[config.mk]
export PLATFORM = sky130hd
export DESIGN_NAME = positional_list_engine
export DESIGN_NICKNAME = d
export VERILOG_FILES = /design/src/hw/rtl/ple_pkg.sv /design/src/hw/rtl/positional_list_engine.sv /design/src/hw/rtl/ple_ctrl.sv /design/src/hw/rtl/ple_datapath.sv
export SDC_FILE = /design/constraint.sdc
export NUM_CORES = 2
export LEC_CHECK = 0
export BUFFER_PORTS_ARGS = -buffer_cell sky130_fd_sc_hd__buf_2
export CAP_MARGIN = 30
export CORE_MARGIN = 2
export CORE_UTILIZATION = 25
export DETAILED_ROUTE_END_ITERATION = 8
export PLACE_DENSITY = 0.5
export SYNTH_ARGS = -nofsm -noshare
export SYNTH_HDL_FRONTEND = slang
export SYNTH_HIERARCHICAL = 1
export SYNTH_SLANG_ARGS = --single-unit
[constraint.sdc]
create_clock -name clk -period 22.9 [get_ports clk]
set_clock_uncertainty 0.05 [all_clocks]
set_input_delay 4.58 -clock clk [delete_from_list [all_inputs] [get_ports clk]]
set_output_delay 4.58 -clock clk [all_outputs]
set_load 0.01 [all_outputs]
[src/hw/rtl/ple_pkg.sv]
`timescale 1ns / 1ps
`default_nettype none
// ----------------------------------------------------------------------------
// ple_pkg
// Shared types, codes and constants of the positional list engine.
// ----------------------------------------------------------------------------
package ple_pkg;

    // Field widths of the transaction ports
    localparam int OP_W     = 3;
    localparam int VALUE_W  = 32;
    localparam int POS_W    = 5;
    localparam int STATUS_W = 2;
    localparam int COUNT_W  = 5;

    // Default list depth
    localparam int DEF_CAPACITY = 16;

    // Operation codes
    typedef enum logic [OP_W-1:0] {
        OP_INS_FRONT = 3'd0,
        OP_INS_BACK  = 3'd1,
        OP_INS_AT    = 3'd2,
        OP_DEL_FRONT = 3'd3,
        OP_DEL_BACK  = 3'd4,
        OP_DEL_AT    = 3'd5,
        OP_CLEAR     = 3'd6,
        OP_DUMP      = 3'd7
    } op_t;

    // Result status codes
    typedef enum logic [STATUS_W-1:0] {
        ST_OK      = 2'd0,
        ST_EMPTY   = 2'd1,
        ST_BAD_POS = 2'd2,
        ST_FULL    = 2'd3
    } status_t;

    // Commands from the controller to the datapath
    typedef struct packed {
        logic exec_op;     // run the accepted operation as one result
        logic dump_start;  // rewind the dump pointer
        logic dump_step;   // emit one entry of a dump
    } ctrl_cmd_t;

    // Status from the datapath to the controller
    typedef struct packed {
        logic list_empty;  // count is zero
        logic dump_last;   // dump pointer sits on the last entry
    } dp_status_t;

endpackage : ple_pkg
`default_nettype wire

[src/hw/rtl/positional_list_engine.sv]
`timescale 1ns / 1ps
`default_nettype none
// ----------------------------------------------------------------------------
// positional_list_engine
// Bounded ordered list of signed 32-bit values with positional edits.
// ----------------------------------------------------------------------------
// Usage:
//   A transaction (operation, item_value, position) is taken at a rising edge
//   with start high and busy low.
//   Results come out on status/out_value/entry_count/last_of_run, each valid
//   for exactly one cycle while result_valid is high; the receiver always
//   takes them and cannot stall the block.
//   Inserts, deletes, clear and a dump of an empty list give one result in
//   the cycle after acceptance, with last_of_run set; busy stays low, so one
//   such transaction per cycle is taken.
//   A dump of n entries raises busy and streams one entry per cycle,
//   front first; the rate is set by the single read port on the entry
//   cells, and the last result carries last_of_run. The next transaction
//   can be taken in the cycle the last dump result is shown.
//   Edits shift all entry cells from the edit position on together.
//   Reset empties the list (count zero) and drops any dump in progress;
//   no clearing pass is needed.
// ----------------------------------------------------------------------------
module positional_list_engine #(
    parameter int CAPACITY = ple_pkg::DEF_CAPACITY
) (
    input  wire logic                               clk,
    input  wire logic                               rst_n,
    input  wire logic                               start,
    output logic                                    busy,
    input  wire logic [ple_pkg::OP_W-1:0]           operation,
    input  wire logic signed [ple_pkg::VALUE_W-1:0] item_value,
    input  wire logic [ple_pkg::POS_W-1:0]          position,
    output logic                                    result_valid,
    output logic [ple_pkg::STATUS_W-1:0]            status,
    output logic signed [ple_pkg::VALUE_W-1:0]      out_value,
    output logic [ple_pkg::COUNT_W-1:0]             entry_count,
    output logic                                    last_of_run
);
    import ple_pkg::*;

    ctrl_cmd_t  cmd;
    dp_status_t dp_status;

    // Sequence transactions and dumps
    ple_ctrl u_ctrl (
        .clk       (clk),
        .rst_n     (rst_n),
        .start     (start),
        .operation (operation),
        .dp_status (dp_status),
        .cmd       (cmd),
        .busy      (busy)
    );

    // Hold the list and drive results
    ple_datapath #(
        .CAPACITY (CAPACITY)
    ) u_datapath (
        .clk          (clk),
        .rst_n        (rst_n),
        .cmd          (cmd),
        .operation    (operation),
        .item_value   (item_value),
        .position     (position),
        .dp_status    (dp_status),
        .result_valid (result_valid),
        .status       (status),
        .out_value    (out_value),
        .entry_count  (entry_count),
        .last_of_run  (last_of_run)
    );

endmodule : positional_list_engine
`default_nettype wire

[src/hw/rtl/ple_ctrl.sv]
`timescale 1ns / 1ps
`default_nettype none
// ----------------------------------------------------------------------------
// ple_ctrl
// Controller: accepts transactions and sequences dumps one entry per cycle.
// ----------------------------------------------------------------------------
module ple_ctrl (
    input  wire logic                          clk,
    input  wire logic                          rst_n,
    input  wire logic                          start,
    input  wire logic [ple_pkg::OP_W-1:0]      operation,
    input  wire ple_pkg::dp_status_t           dp_status,
    output ple_pkg::ctrl_cmd_t                 cmd,
    output logic                               busy
);
    import ple_pkg::*;

    typedef enum logic [1:0] {
        S_IDLE = 2'b01,
        S_DUMP = 2'b10
    } state_t;

    state_t state_reg;
    state_t state_next;
    logic   accept;

    assign accept = start && (state_reg == S_IDLE);
    assign busy   = (state_reg != S_IDLE);

    // Decode the next state and the datapath commands
    always_comb
    begin
        state_next = state_reg;
        cmd        = '0;
        case (state_reg)
            S_IDLE:
            begin
                if (accept)
                begin
                    if ((op_t'(operation) == OP_DUMP) && !dp_status.list_empty)
                    begin
                        cmd.dump_start = 1'b1;
                        state_next     = S_DUMP;
                    end
                    else
                    begin
                        cmd.exec_op = 1'b1;
                    end
                end
            end
            S_DUMP:
            begin
                cmd.dump_step = 1'b1;
                if (dp_status.dump_last)
                begin
                    state_next = S_IDLE;
                end
            end
            default:
            begin
                state_next = S_IDLE;
            end
        endcase
    end

    // Hold the state
    always_ff @(posedge clk or negedge rst_n)
    begin
        if (!rst_n)
        begin
            state_reg <= S_IDLE;
        end
        else
        begin
            state_reg <= state_next;
        end
    end

endmodule : ple_ctrl
`default_nettype wire

[src/hw/rtl/ple_datapath.sv]
`timescale 1ns / 1ps
`default_nettype none
// ----------------------------------------------------------------------------
// ple_datapath
// Row of shifting entry cells, the count, the dump pointer and the result
// registers.
// ----------------------------------------------------------------------------
module ple_datapath #(
    parameter int CAPACITY = ple_pkg::DEF_CAPACITY
) (
    input  wire logic                              clk,
    input  wire logic                              rst_n,
    input  wire ple_pkg::ctrl_cmd_t                cmd,
    input  wire logic [ple_pkg::OP_W-1:0]          operation,
    input  wire logic signed [ple_pkg::VALUE_W-1:0] item_value,
    input  wire logic [ple_pkg::POS_W-1:0]         position,
    output ple_pkg::dp_status_t                    dp_status,
    output logic                                   result_valid,
    output logic [ple_pkg::STATUS_W-1:0]           status,
    output logic signed [ple_pkg::VALUE_W-1:0]     out_value,
    output logic [ple_pkg::COUNT_W-1:0]            entry_count,
    output logic                                   last_of_run
);
    import ple_pkg::*;

    localparam int IDX_W = (CAPACITY > 1) ? $clog2(CAPACITY) : 1;
    localparam int CNT_W = $clog2(CAPACITY + 1);
    localparam int CMP_W = (CNT_W > POS_W) ? CNT_W : POS_W;

    // List storage and control
    logic [VALUE_W-1:0] entries_reg   [CAPACITY];
    logic [VALUE_W-1:0] entries_next  [CAPACITY];
    logic [VALUE_W-1:0] from_prev     [CAPACITY];
    logic [VALUE_W-1:0] from_next     [CAPACITY];
    logic [CNT_W-1:0]   count_reg;
    logic [CNT_W-1:0]   count_next;
    logic [IDX_W-1:0]   dump_idx_reg;
    logic [IDX_W-1:0]   dump_idx_next;

    // Result registers
    logic                 valid_reg;
    logic                 valid_next;
    status_t              status_reg;
    status_t              status_next;
    logic [VALUE_W-1:0]   value_reg;
    logic [VALUE_W-1:0]   value_next;
    logic [COUNT_W-1:0]   ecount_reg;
    logic [COUNT_W-1:0]   ecount_next;
    logic                 last_reg;
    logic                 last_next;

    // Edit decode
    op_t                op;
    logic [IDX_W-1:0]   edit_idx;
    logic [IDX_W-1:0]   rd_idx;
    logic [VALUE_W-1:0] rd_data;
    logic               ins_en;
    logic               del_en;
    logic               clr_en;
    status_t            edit_status;
    logic               list_full;
    logic               pos_bad;
    logic [CMP_W-1:0]   pos_ext;
    logic [CMP_W-1:0]   cnt_ext;

    assign op        = op_t'(operation);
    assign list_full = (count_reg == CNT_W'(CAPACITY));
    assign pos_ext   = CMP_W'(position);
    assign cnt_ext   = CMP_W'(count_reg);
    assign pos_bad   = (pos_ext == '0) || (pos_ext > cnt_ext);

    assign dp_status.list_empty = (count_reg == '0);
    assign dp_status.dump_last  = ((CNT_W'(dump_idx_reg) + CNT_W'(1)) == count_reg);

    // Neighbor taps of each cell
    for (genvar g = 0; g < CAPACITY; g++)
    begin : g_tap
        if (g == 0)
        begin : g_first
            assign from_prev[g] = '0;
        end
        else
        begin : g_mid_prev
            assign from_prev[g] = entries_reg[g-1];
        end
        if (g == CAPACITY - 1)
        begin : g_last
            assign from_next[g] = entries_reg[g];
        end
        else
        begin : g_mid_next
            assign from_next[g] = entries_reg[g+1];
        end
    end

    // Select the entry that leaves the list or streams out
    assign rd_idx  = cmd.dump_step ? dump_idx_reg : edit_idx;
    assign rd_data = entries_reg[rd_idx];

    // Decode the operation into a cell action and a status
    always_comb
    begin
        ins_en      = 1'b0;
        del_en      = 1'b0;
        clr_en      = 1'b0;
        edit_idx    = '0;
        edit_status = ST_OK;
        case (op)
            OP_INS_FRONT, OP_INS_BACK, OP_INS_AT:
            begin
                if (list_full)
                begin
                    edit_status = ST_FULL;
                end
                else if (op == OP_INS_FRONT)
                begin
                    ins_en = 1'b1;
                end
                else if (op == OP_INS_BACK)
                begin
                    ins_en   = 1'b1;
                    edit_idx = IDX_W'(count_reg);
                end
                else if (dp_status.list_empty)
                begin
                    edit_status = ST_EMPTY;
                end
                else if (pos_bad)
                begin
                    edit_status = ST_BAD_POS;
                end
                else
                begin
                    ins_en   = 1'b1;
                    edit_idx = IDX_W'(position - POS_W'(1));
                end
            end
            OP_DEL_FRONT, OP_DEL_BACK, OP_DEL_AT:
            begin
                if (dp_status.list_empty)
                begin
                    edit_status = ST_EMPTY;
                end
                else if (op == OP_DEL_FRONT)
                begin
                    del_en = 1'b1;
                end
                else if (op == OP_DEL_BACK)
                begin
                    del_en   = 1'b1;
                    edit_idx = IDX_W'(count_reg - CNT_W'(1));
                end
                else if (pos_bad)
                begin
                    edit_status = ST_BAD_POS;
                end
                else
                begin
                    del_en   = 1'b1;
                    edit_idx = IDX_W'(position - POS_W'(1));
                end
            end
            OP_CLEAR:
            begin
                clr_en = 1'b1;
            end
            OP_DUMP:
            begin
                // only reaches here on an empty list
                edit_status = ST_EMPTY;
            end
            default:
            begin
                edit_status = ST_OK;
            end
        endcase
    end

    // Advance the cells, the count, the dump pointer and the result
    always_comb
    begin
        entries_next  = entries_reg;
        count_next    = count_reg;
        dump_idx_next = dump_idx_reg;
        valid_next    = 1'b0;
        status_next   = ST_OK;
        value_next    = '0;
        last_next     = 1'b1;

        if (cmd.exec_op)
        begin
            valid_next  = 1'b1;
            status_next = edit_status;
            if (ins_en)
            begin
                for (int i = 0; i < CAPACITY; i++)
                begin
                    if (IDX_W'(i) == edit_idx)
                    begin
                        entries_next[i] = item_value;
                    end
                    else if (IDX_W'(i) > edit_idx)
                    begin
                        entries_next[i] = from_prev[i];
                    end
                end
                count_next = count_reg + CNT_W'(1);
            end
            if (del_en)
            begin
                for (int i = 0; i < CAPACITY; i++)
                begin
                    if (IDX_W'(i) >= edit_idx)
                    begin
                        entries_next[i] = from_next[i];
                    end
                end
                count_next = count_reg - CNT_W'(1);
                value_next = rd_data;
            end
            if (clr_en)
            begin
                count_next = '0;
            end
        end

        if (cmd.dump_start)
        begin
            dump_idx_next = '0;
        end

        if (cmd.dump_step)
        begin
            valid_next    = 1'b1;
            value_next    = rd_data;
            last_next     = dp_status.dump_last;
            dump_idx_next = dump_idx_reg + IDX_W'(1);
        end

        ecount_next = COUNT_W'(count_next);
    end

    // Hold the cells; each is written before it is ever read
    always_ff @(posedge clk)
    begin
        entries_reg <= entries_next;
    end

    // Hold count and result strobe
    always_ff @(posedge clk or negedge rst_n)
    begin
        if (!rst_n)
        begin
            count_reg <= '0;
            valid_reg <= 1'b0;
        end
        else
        begin
            count_reg <= count_next;
            valid_reg <= valid_next;
        end
    end

    // Hold dump pointer and result payload
    always_ff @(posedge clk)
    begin
        dump_idx_reg <= dump_idx_next;
        status_reg   <= status_next;
        value_reg    <= value_next;
        ecount_reg   <= ecount_next;
        last_reg     <= last_next;
    end

    assign result_valid = valid_reg;
    assign status       = status_reg;
    assign out_value    = $signed(value_reg);
    assign entry_count  = ecount_reg;
    assign last_of_run  = last_reg;

endmodule : ple_datapath
`default_nettype wire

== Word-level counts from Yosys, hierarchy flattened ==
Index checks and enable logic that the tools add are counted.

* Magnitude comparators: 34
* Multipliers: 0
* Bitwise logic cells: 1
* Add/sub/neg operators: 5
* Eq/ne operators: 31
* Shift operators: 0
* Reductions and logical operators: 13
* Muxes and demuxes: 103
* Divide/modulo/power cells: 0

{| class="wikitable"
|+ Operator list
! kind !! number
|-
| $mux 32 || 53
|-
| $mux 512 || 2
|-
| $bmux 32 s4 || 1
|-
| $mux 4 || 11
|-
| $eq 4x4->1 const A || 8
|-
| $ge 4x4->1 const A || 8
|-
| $gt 4x4->1 const A || 8
|-
| $mux 2 || 13
|-
| $mux 5 || 4
|-
| $eq 3x4->1 const A || 4
|-
| $ge 3x4->1 const A || 4
|-
| $gt 3x4->1 const A || 4
|-
| $mux 1 || 16
|-
| $eq 3x3->1 const B || 4
|-
| $logic_not 5->1 || 2
|-
| $eq 2x4->1 const A || 2
|-
| $ge 1x4->1 const A || 2
|-
| $ge 2x4->1 const A || 2
|-
| $gt 1x4->1 const A || 2
|-
| $gt 2x4->1 const A || 2
|-
| $pmux 4 s2 || 1
|-
| $eq 3x2->1 const B || 2
|-
| $ne 2x2->1 const B || 3
|-
| $pmux 2 s3 || 1
|-
| 25 further kinds || 28
|}

* Register bits: 564
* RAM bits: 0
* Latch bits: 0
* Memory bits (read-only): 0
* Output and inout port bits: 42
* Memories kept: 0

== Logic depth before layout (Yosys ltp) ==
* Depth after elaboration: 16
* Depth in mapped cells: 16

== Hierarchy ==
Netlist, hierarchy kept.

{| class="wikitable"
|+ By module, submodules not included
! module !! sequential area each (µm²) !! times used !! cells an instance !! area each (µm²)
|-
| ple_datapath || 16445.8 || 1 || 3984 || 35552.8
|-
| ple_ctrl || 51.3 || 1 || 11 || 137.6
|}

== Worst setup path after synthesis ==
OpenSTA, ideal clock, no wires.

* Path type: in2reg
* From: input port start
* To: register u_datapath/entries_reg[0] in the netlist's numbering (enable)
* Library setup time: 392 ps
* Stages on the path: 4
* Slack: -4955 ps
* Data arrival time: 27413 ps
* Cell sequence: nand3b_4 -> nor2b_1 -> clkbuf_1 -> and2_1

{| class="wikitable"
|+ RTL lines
! what !! line !! text
|-
| from (decl) || positional_list_engine.sv:29 || <nowiki>input wire logic start,</nowiki>
|-
| to (signal assigned) || ple_datapath.sv:246 || <nowiki>entries_reg <= entries_next;</nowiki>
|-
| to (decl) || ple_datapath.sv:31 || <nowiki>logic [VALUE_W-1:0] entries_reg [CAPACITY];</nowiki>
|}

== Worst setup path in the final report ==
* From: input port position[0] in the netlist's numbering
* To: register u_datapath/entries_reg[283] in the netlist's numbering (data pin)

* Longest elaborated chain between the ends: 14
* Elaborated cells between the ends (all ways): 31

{| class="wikitable"
|+ Ends and longest elaborated chain
! what !! line !! text
|-
| from (decl) || positional_list_engine.sv:33 || <nowiki>input wire logic [ple_pkg::POS_W-1:0] position,</nowiki>
|-
| $gt 5x5->1 or $logic_not 5->1 (tied branches) || ple_datapath.sv:70 || <nowiki>assign pos_bad = (pos_ext == '0) || (pos_ext > cnt_ext);</nowiki>
|-
| $logic_or 1x1->1 || ple_datapath.sv:70 ||
|-
| $mux 4 || ple_datapath.sv:128, ple_datapath.sv:153 ||
|-
| $mux 4 || ple_datapath.sv:124 || <nowiki>else if (dp_status.list_empty)</nowiki>
|-
| $mux 4 || ple_datapath.sv:119 || <nowiki>else if (op == OP_INS_BACK)</nowiki>
|-
| $mux 4 || ple_datapath.sv:115 || <nowiki>else if (op == OP_INS_FRONT)</nowiki>
|-
| $mux 4 || ple_datapath.sv:111 || <nowiki>if (list_full)</nowiki>
|-
| $pmux 4 s2 || ple_datapath.sv:108 || <nowiki>case (op)</nowiki>
|-
| $gt 3x4->1 || ple_datapath.sv:202 || <nowiki>else if (IDX_W'(i) > edit_idx)</nowiki>
|-
| $mux 32 || ple_datapath.sv:202 ||
|-
| $mux 32 || ple_datapath.sv:198 || <nowiki>if (IDX_W'(i) == edit_idx)</nowiki>
|-
| $mux 512 || ple_datapath.sv:194 || <nowiki>if (ins_en)</nowiki>
|-
| $mux 32 || ple_datapath.sv:213 || <nowiki>if (IDX_W'(i) >= edit_idx)</nowiki>
|-
| $mux 512 (*) || ple_datapath.sv:209 || <nowiki>if (del_en)</nowiki>
|}

Mark *: on every way between the ends. The rest lies on a longest branch, timed or not.
A chain may end at the register's enable or synchronous reset.

==> impl_results.md <==
- Run status: finished, final reports clean
- Total detailed-routing wirelength: 154000 µm
- Area contributors post-synth: edfxtp_1 43%, nand2_1 8.4%, o22ai_1 3.3%, clkbuf_1 3.3%, nand3_1 3.1%
- CTS buffer count: 69
- Final Util: between 20% and 30%
- # Max-Cap Violations: 0
- Residual DRC: 0
- EDFF count, synth: a little over 500
- Unrepaired setup endpoints after global routing: false
- Tmin final: 8.92 ns
- Antenna-violating nets left: 0
- Routed via count: 34400
- Comb pwr share: between 40% and 50%
- Number of setup buffers added after CTS: 0
- Initial antenna violation count: 10
- Pint: 3.23 mW
- DP Worst Slack: between 10 and 15 ns
- CTS max path bufs: 3
- Final setup viols: 0
- First-pass DRT Iterations: 6
- Power Total: between 5 and 6 mW
- Synth-to-layout area growth: 12.3%
- Register area share after synthesis: a little under half
- Initial drt markers: between 4000 and 5000
- P_sw: 2.54 mW
- # clock sinks: 564
- Final period util: 38.9%
- Dpl hpwl: 89700 µm
- FMAX: about 110 MHz
- Min-delay worst type: reg -> reg
- Pwr/cell area: roughly 140 nW/µm²
- Synth Flop Type: edfxtp_1
- Layout fillers: 15100
- Mapped cell area: 35700 µm²
- Ports: 85
- TritonCTS clock tree: yes
- Ys async rst share: 1.42%
- Setup TNS: 0 ns
- Leakage Power: 13.5 nW
- Port Buffer Count: 84
- Worst skew pair latency: 0.64 ns
- Avg Cell Area, Syn: 8.93 µm²
- Avg WL per Cell: 26.8 µm
- Register clock-pin slew on the reported worst setup and hold paths: approximately 0.060 ns
- Leading area contributor after synthesis: edfxtp_1
- Final hold violation count: 0
- Number of synthesized register bits: 564
- Total GRT Usage: roughly a fifth
- Cts hold-fix bufs: 0
- Global-route wire length before repair: ~230000 µm
- Crit. End Element: register
- Die height: ~380 µm
- Most frequent cells after synthesis: 794 x nand2_1, 516 x edfxtp_1, 313 x clkbuf_1, 288 x nor2_1, 222 x nand3_1
- FF+latch area: 16500 µm²
- Via/cell ratio: 5.98
- VDD IR max: approximately 0.077 mV
- Top-area cell type share of the netlist area: 43.4%
- Yosys warning total: 6
- Area occupied by multi-input gates: between 15000 and 20000 µm²
- Switching share of power: 44.0%
- Initial Utilization: 25.2%
- Cells after Synth: 3995
- Count leader, synth: nand2_1
- GR Overflow Total: 0
- Largest net degree at the start of global routing: 161
- Worst Max-Slew Pin Slew: 1.08 ns
- Die width: 382 µm
- Synth unique cells: 92
- Worst EP required: 23.23 ns
- Root Driver: clkbuf_16
- Core area: 142000 µm²
- CP Class: in -> reg
- Clock power share: 18.5%
- Slew HR: 28.1%
- Share of layout cells above drive strength 1: 12.3%
- Number of global-route vias before repair: around 32000
- H-tree depth: 3
- Reg power frac: 37.4%
- CP Max Fanout: 143
- Slew Viols, Final: 0
- Final WS setup: 13.98 ns
- Max FFs per register: between 500 and 600
- Setup crit start kind: input pin
- NumNets Final: 3861
- Syn_nets: 4047
- Row count: 138
- GPL Wtd Cong: 0.832
- Die Footprint: 146000 µm²
- CTS resizes: 0
- Critical Path AT: 9.24 ns
## logic make-up (layout without fill, tap and decap cells)
kind of cell	count (synthesis)	after routing	synth area share (%)
and+or+nand+nor	1522	1522	18.4
AOI/OAI and AO/OA	1295	1295	25.4
DFF	564	564	46.2
buffers and inverters	468	331	5.32
muxes	128	128	4.12
adders and majority gates	9	9	0.316
xor gates and xnor gates	9	9	0.221
other	0	1	0
## layout by cell type (no fill, tap or decap), types with 14 or more instances in the layout
cell and instances:
nand2_1 787, edfxtp_1 516, nor2_1 277, nand3_1 221
o21ai_0 201, a21oi_1 192, o22ai_1 186, a22oi_1 92
a221o_1 89, buf_4 88, buf_2 85, a31oi_1 81
o31ai_1 79, clkbuf_16 74, mux2_2 65, o32ai_1 57
nor3_1 55, nand4_1 54, mux2i_1 43, and3_1 43
dfxtp_1 40, o21ai_1 38, o221a_2 37, o221ai_1 34
a32oi_1 34, a22o_1 34, a2bb2oi_1 32, inv_1 22
nor4_1 20, mux2_4 19, clkbuf_1 18, o22a_1 18
a221oi_1 17, clkinv_1 14
## final timing paths
| check | from | to | slack, ns | cells past startpoint |
|---|---|---|---|---|
| setup / recovery | position[0] | u_datapath/entries_reg[283]$_DFFE_PP_ | 13.98 | 11 |
| hold / removal | u_datapath/entries_reg[13]$_DFFE_PP_ | u_datapath/entries_reg[45]$_DFFE_PP_ | 0.51 | 2 |
| setup reg to reg | u_datapath/cnt_ext[1]$_DFF_PN0_ | u_datapath/entries_reg[283]$_DFFE_PP_ | 17.41 | 10 |
| hold reg to reg | u_datapath/entries_reg[13]$_DFFE_PP_ | u_datapath/entries_reg[45]$_DFFE_PP_ | 0.51 | 2 |
| max in group asynchronous | rst_n | u_ctrl/state_reg[0]$_DFFE_PN1P_ | 18.83 | 1 |
| min in group asynchronous | rst_n | u_datapath/cnt_ext[3]$_DFF_PN0_ | 3.73 | 1 |
## metal layers
| metal | GRT usage, % | part of all wire (%) | vias up |
|---|---|---|---|
| met5 | 0 | 0.043 | - |
| li1 | - | - | 14900 |
| met2 | 31.0 | 45 | 1990 |
| met1 | 28.4 | 43 | 17200 |
| met3 | 3.61 | 9.3 | 289 |
| met4 | 7.67 | 3.7 | 10 |
## power by group through the flow
stage	clock [mW]	combinational, mW	sequential [mW]
detailed placement	0	2.49	2.16
global route	1.12	2.74	2.21
CTS	1.09	2.49	2.15
floorplan	0	1.71	2.04
finish	1.07	2.55	2.16
global placement	0	2.43	2.17
## layout make-up
cell class / instances / share of cell area, %
antenna: 1 / 0.00624
inverter: 23 / 0.215
clock buffer: 95 / 4.89
sequential: 564 / 41.2
multi-input combinational: 2963 / 44.1
timing repair buffer: 188 / 3.42
tap: 1890 / 5.90
clock inverter: 25 / 0.306
## critical path, stage by stage
cell	delay [ns]
buf_2	0.12
inv_1	0.06
ha_1	0.24
nor4b_1	0.17
a211oi_1	0.25
a21o_1	0.76
a32o_4	0.72
buf_12	0.56
nand2_2	0.71
mux2_4	0.50
a221o_1	0.31
## per-stage QoR
step / hold WS [ns] / std cells / area [µm²]
6_report: 0.506 / 5749 / 40100
3_5_place_dp: 0.489 / 5622 / 37900
3_3_place_gp: 0.490 / 5616 / 37800
4_1_cts: 0.504 / 5742 / 40000
5_1_grt: 0.536 / 5748 / 40100
2_1_floorplan: 0.471 / 3995 / 35700
Power figures use the tool's default switching activity.
